`src/design/salc_pkg.sv`:
```
// ----------------------------------------------------------------------------
// salc_pkg - shared types and constants for the LRU cache tag block
// Controller states, command/status bundles, configuration layout and
// register map used by the controller, datapath and top level.
// ----------------------------------------------------------------------------
package salc_pkg;

  // Default sizing
  localparam int MAX_WAYS_DEF   = 8;
  localparam int MAX_SETS_DEF   = 1024;
  localparam int ADDR_WIDTH_DEF = 32;

  // Field widths fixed by the register map and the result fields
  localparam int OFFSET_W  = 5;
  localparam int INDEX_W   = 4;
  localparam int WAYS_W    = 4;
  localparam int WAY_OUT_W = 3;
  localparam int CNT_W     = 64;
  localparam int IDX_MAX   = 15;   // widest set index that index_bits can select
  localparam int SHIFT_W   = 6;    // offset_bits + index_bits

  // Register map
  localparam int PADDR_W = 4;
  localparam int PDATA_W = 32;
  localparam logic [1:0] REG_OFFSET_BITS = 2'd0;
  localparam logic [1:0] REG_INDEX_BITS  = 2'd1;
  localparam logic [1:0] REG_WAYS_IN_USE = 2'd2;

  // Reset values of the configuration registers
  localparam logic [OFFSET_W-1:0] OFFSET_RST = 5'd5;
  localparam logic [INDEX_W-1:0]  INDEX_RST  = 4'd6;
  localparam logic [WAYS_W-1:0]   WAYS_RST   = 4'd4;

  typedef struct packed {
    logic [OFFSET_W-1:0] offset_bits;
    logic [INDEX_W-1:0]  index_bits;
    logic [WAYS_W-1:0]   ways_in_use;
  } cfg_t;

  typedef enum logic [1:0] {
    ST_CLEAR,
    ST_IDLE,
    ST_LOOKUP,
    ST_UPDATE
  } ctrl_state_t;

  typedef struct packed {
    logic clr_we;    // write reset row at clear pointer
    logic capture;   // latch address split for a new transfer
    logic rd_en;     // read the selected set
    logic commit;    // write back the set, bump counters, load result
  } dp_cmd_t;

  typedef struct packed {
    logic clr_last;  // clear pointer is on the last set
  } dp_sts_t;

endpackage

```
`src/design/salc_ctrl.sv`:
```
// ----------------------------------------------------------------------------
// salc_ctrl - sequencer for the LRU cache tag block
// Runs the post-reset clearing pass, then steps each access through
// capture, set read and write-back, and owns the result valid flag.
// ----------------------------------------------------------------------------
module salc_ctrl (
  input  logic              clk,
  input  logic              rst_n,
  input  logic              in_valid,
  output logic              in_ready,
  output logic              out_valid,
  input  logic              out_ready,
  output salc_pkg::dp_cmd_t cmd,
  input  salc_pkg::dp_sts_t sts
);

  salc_pkg::ctrl_state_t state_r, state_nxt;
  logic                  out_valid_r, out_valid_nxt;
  logic                  can_commit;

  always_ff @(posedge clk) begin
    if (!rst_n) begin
      state_r     <= salc_pkg::ST_CLEAR;
      out_valid_r <= 1'b0;
    end else begin
      state_r     <= state_nxt;
      out_valid_r <= out_valid_nxt;
    end
  end

  assign can_commit = !out_valid_r || out_ready;

  always_comb begin
    state_nxt   = state_r;
    cmd         = '0;
    in_ready    = 1'b0;
    out_valid_nxt = out_valid_r && !out_ready;
    case (state_r)
      salc_pkg::ST_CLEAR: begin
        cmd.clr_we = 1'b1;
        if (sts.clr_last) begin
          state_nxt = salc_pkg::ST_IDLE;
        end
      end
      salc_pkg::ST_IDLE: begin
        in_ready = 1'b1;
        if (in_valid) begin
          cmd.capture = 1'b1;
          state_nxt   = salc_pkg::ST_LOOKUP;
        end
      end
      salc_pkg::ST_LOOKUP: begin
        cmd.rd_en = 1'b1;
        state_nxt = salc_pkg::ST_UPDATE;
      end
      salc_pkg::ST_UPDATE: begin
        // wait here until the result slot is free; read data stays put
        if (can_commit) begin
          cmd.commit    = 1'b1;
          out_valid_nxt = 1'b1;
          in_ready      = 1'b1;
          if (in_valid) begin
            cmd.capture = 1'b1;
            state_nxt   = salc_pkg::ST_LOOKUP;
          end else begin
            state_nxt = salc_pkg::ST_IDLE;
          end
        end
      end
      default: begin
        state_nxt = salc_pkg::ST_IDLE;
      end
    endcase
  end

  assign out_valid = out_valid_r;

endmodule

```
`config.mk`:
```
export PLATFORM = sky130hd
export DESIGN_NAME = salc_ctrl
export DESIGN_NICKNAME = d
export VERILOG_FILES = /design/src/design/salc_pkg.sv /design/src/design/salc_ctrl.sv
export SDC_FILE = /design/constraint.sdc
export NUM_CORES = 1
export LEC_CHECK = 0
export ABC_AREA = 0
export BUFFER_PORTS_ARGS = -buffer_cell sky130_fd_sc_hd__buf_4
export CAP_MARGIN = 20
export CORE_AREA = 2 2 39 41
export CTS_CLUSTER_DIAMETER = 120
export DETAILED_ROUTE_END_ITERATION = 12
export DIE_AREA = 0 0 41 43
export GPL_TIMING_DRIVEN = 0
export SYNTH_ARGS = -nofsm -noshare
export SYNTH_HDL_FRONTEND = slang
export SYNTH_SLANG_ARGS = --single-unit
export TNS_END_PERCENT = 5
```
`constraint.sdc`:
```
create_clock -name clk -period 2.1 [get_ports clk]
set_input_delay 0.63 -clock clk [delete_from_list [all_inputs] [get_ports clk]]
set_output_delay 0.63 -clock clk [all_outputs]
set_load 0.01 [all_outputs]
```
==> impl_metrics.py <==
metrics = {
    "timing": {
        "max_freq_mhz": 566,
        "rsz0062_at_grt": "no",
        "fin_crit_sh": 0.841,
        "finalSetupTns_ns": 0,
        "tightestPinTransition_ns": 0.198,
        "fin_crit_ns": 1.77,
        "setup_viol": 0,
        "slew_violations": 0,
        "fin_skew_ns": 0.00211,
        "max_slew_margin": 0.868,
        "final_hold_viol_count": 0,
    },
    "logic_synthesis": {
        "syn_area_um2": 149,
        "yosysTopAreaCellShare": 0.403,
        "ys_ff_latch": 3,
        "ys_seq_area_frac": 0.403,
        "syn_inst": 19,
        "synth_cell_types": 11,
        "synth.top_cells.by_area": "dfxtp_1 40%, a21oi_1 13%, nor2b_4 9.2%",
        "yosys.area.top_type": "dfxtp_1",
        "syn_nets": 24,
        "avgSynthCellArea_um2": 7.84,
        "yosysWarnings": 0,
    },
    "cells_and_area": {
        "multi_input_area_um2": 81.3,
        "ff_latch_area_um2": 60.1,
        "fin_util": 0.195,
        "diodes": 0,
        "drive_above_1_share": 0.455,
        "nets": 39,
        "area_growth_pct": 81.5,
        "n_fill_cell": 162,
        "mostFrequentLayoutCells": "10 x buf_4, 4 x a21oi_1, 3 x clkbuf_4, 3 x dfxtp_1",
        "final_common_cell": "buf_4",
    },
    "clock_tree": {
        "numCtsBuffers": 3,
        "ctsHoldBuffers": 0,
        "clk_latency_ns": 0.23,
        "root_buffer": "clkbuf_4",
        "cts_resized": 0,
        "clkTransAtPathRegs_ns": 0.03,
        "cts-htree-levels": 1,
        "clk_path_buf_depth": 2,
        "post_cts_buffers": 0,
        "cts_tree": "done",
        "cts.sinks": 3,
    },
    "setup_path": {
        "critPathCaptureType": "primary output",
        "cp_top_family": "buffers and inverters",
        "path_class": "in2out",
        "critPathRequiredTime_ns": 1.47,
        "worstPathCellList": "buf_4, nor2b_4, a21oi_1, buf_4",
        "crit_arrival_ns": 1.14,
        "worstPathMaxFanout": 6,
        "slowest_stage": "nor2b_4",
        "slowest_delay_ns": 0.15,
        "crit_top_cell": "buf_4",
        "path_buf_inv": 2,
        "start_kind": "primary input",
    },
    "power_and_ir_drop": {
        "irDropWorstVdd_mv": 0.148,
        "leakage_nw": 0.117,
        "power_density_nw_per_um2": 749,
    },
    "floorplanning": {
        "start_util": 0.108,
        "dieArea_um2": 1760,
        "die_width_um": 41,
        "rows": 14,
        "core_um2": 1380,
        "io_pins": 11,
        "die_height_um": 43,
    },
    "route": {
        "wl_per_cell_um": 7.22,
        "routed_wl_um": 354,
        "postRouteAntennaNets": 0,
        "firstDrtPassIters": 1,
        "drtIter0Drc": 0,
        "viasPerCell": 3.51,
        "num_vias": 172,
        "drc_errors": 0,
    },
    "global_routing": {
        "grt_max_degree": 7,
        "top_usage_layer": "met2",
        "grt_pass1_vias": 139,
        "met1_usage": 0.0319,
        "grtUsageMet2": 0.0656,
        "grt-ovfl-total": 0,
        "grt_pass1_wl_um": 489,
        "grtUsageMet3": 0.0314,
        "grt_use_total": 0.0461,
        "antenna_found_initial": 0,
    },
    "hold_path": {
        "hp-class": "reg2reg",
    },
    "place": {
        "routabilityCongestion": 0.598,
        "io_buffers": 10,
    },
    "run": {
        "cap_violations": 0,
    },
    "outcome": {
        "status": "finished clean",
    },
}
[sequential cells by signal, summed over array words and instances (netlist names)]
register,count
state_r,2
out_valid,1
[layer usage]
layer,vias up,share of wire
li1,92,-
met1,75,0.38
met2,5,0.55
met3,0,0.059
met4,0,0
met5,-,0
[cell families (layout without fill, tap and decap cells)]
kind of cell           count (synthesis)  in the layout  synth area share
AOI/OAI and AO/OA                      8              8             0.286
and+or+nand+nor                        6              6             0.261
DFF                                    3              3             0.403
buffers and inverters                  2             16            0.0504
[metrics by stage]
step	instance area [um^2]	setup slack, ns	std cells	power (mW)	hold WS, ns
final	270	0.334	49	0.203	0.553
after global routing	270	0.297	49	0.219	0.585
after CTS	270	0.323	49	0.210	0.551
after detailed placement	244	0.325	45	0.105	0.544
after global placement	244	0.326	45	0.105	0.549
after floorplan	149	0.546	19	0.0835	0.509
[worst paths after layout]
kind | to | startpoint | slack, ns | cells after the start
min reg2reg | state_r[1] | state_r[1] | 0.55 | 2
max reg2reg | state_r[1] | state_r[0] | 1.26 | 3
max | cmd[2] | out_ready | 0.33 | 4
min | state_r[1] | state_r[1] | 0.55 | 2
[cells in the mapped netlist]
| master | number |
|---|---|
| nor3_1 | 1 |
| a21boi_1 | 1 |
| dfxtp_1 | 3 |
| inv_1 | 2 |
| nor2b_1 | 1 |
| nand2_2 | 1 |
| nor2_1 | 2 |
| nor2b_4 | 1 |
| o21ai_0 | 1 |
| a21oi_1 | 4 |
| o21ai_1 | 2 |
[worst reg2reg max path: stages, from the launching register on]
cell and delay, ns:
dfxtp_1 0.41, inv_1 0.09, o21ai_1 0.15, a21boi_1 0.07
[area by class of cell]
cell class	count	share of cell area
inverters	2	0.0278
multi-input cells	14	0.301
repair buffers	10	0.278
clock buffers	4	0.0972
flip-flops and latches	3	0.222
well taps	16	0.0741
[report_power, final]
group | internal (mW) | switching (mW)
Combinational | 0.0205 | 0.0168
Clock | 0.0711 | 0.0278
Sequential | 0.0613 | 0.00516
Total | 0.153 | 0.0497
Power figures use the tool's default switching activity.
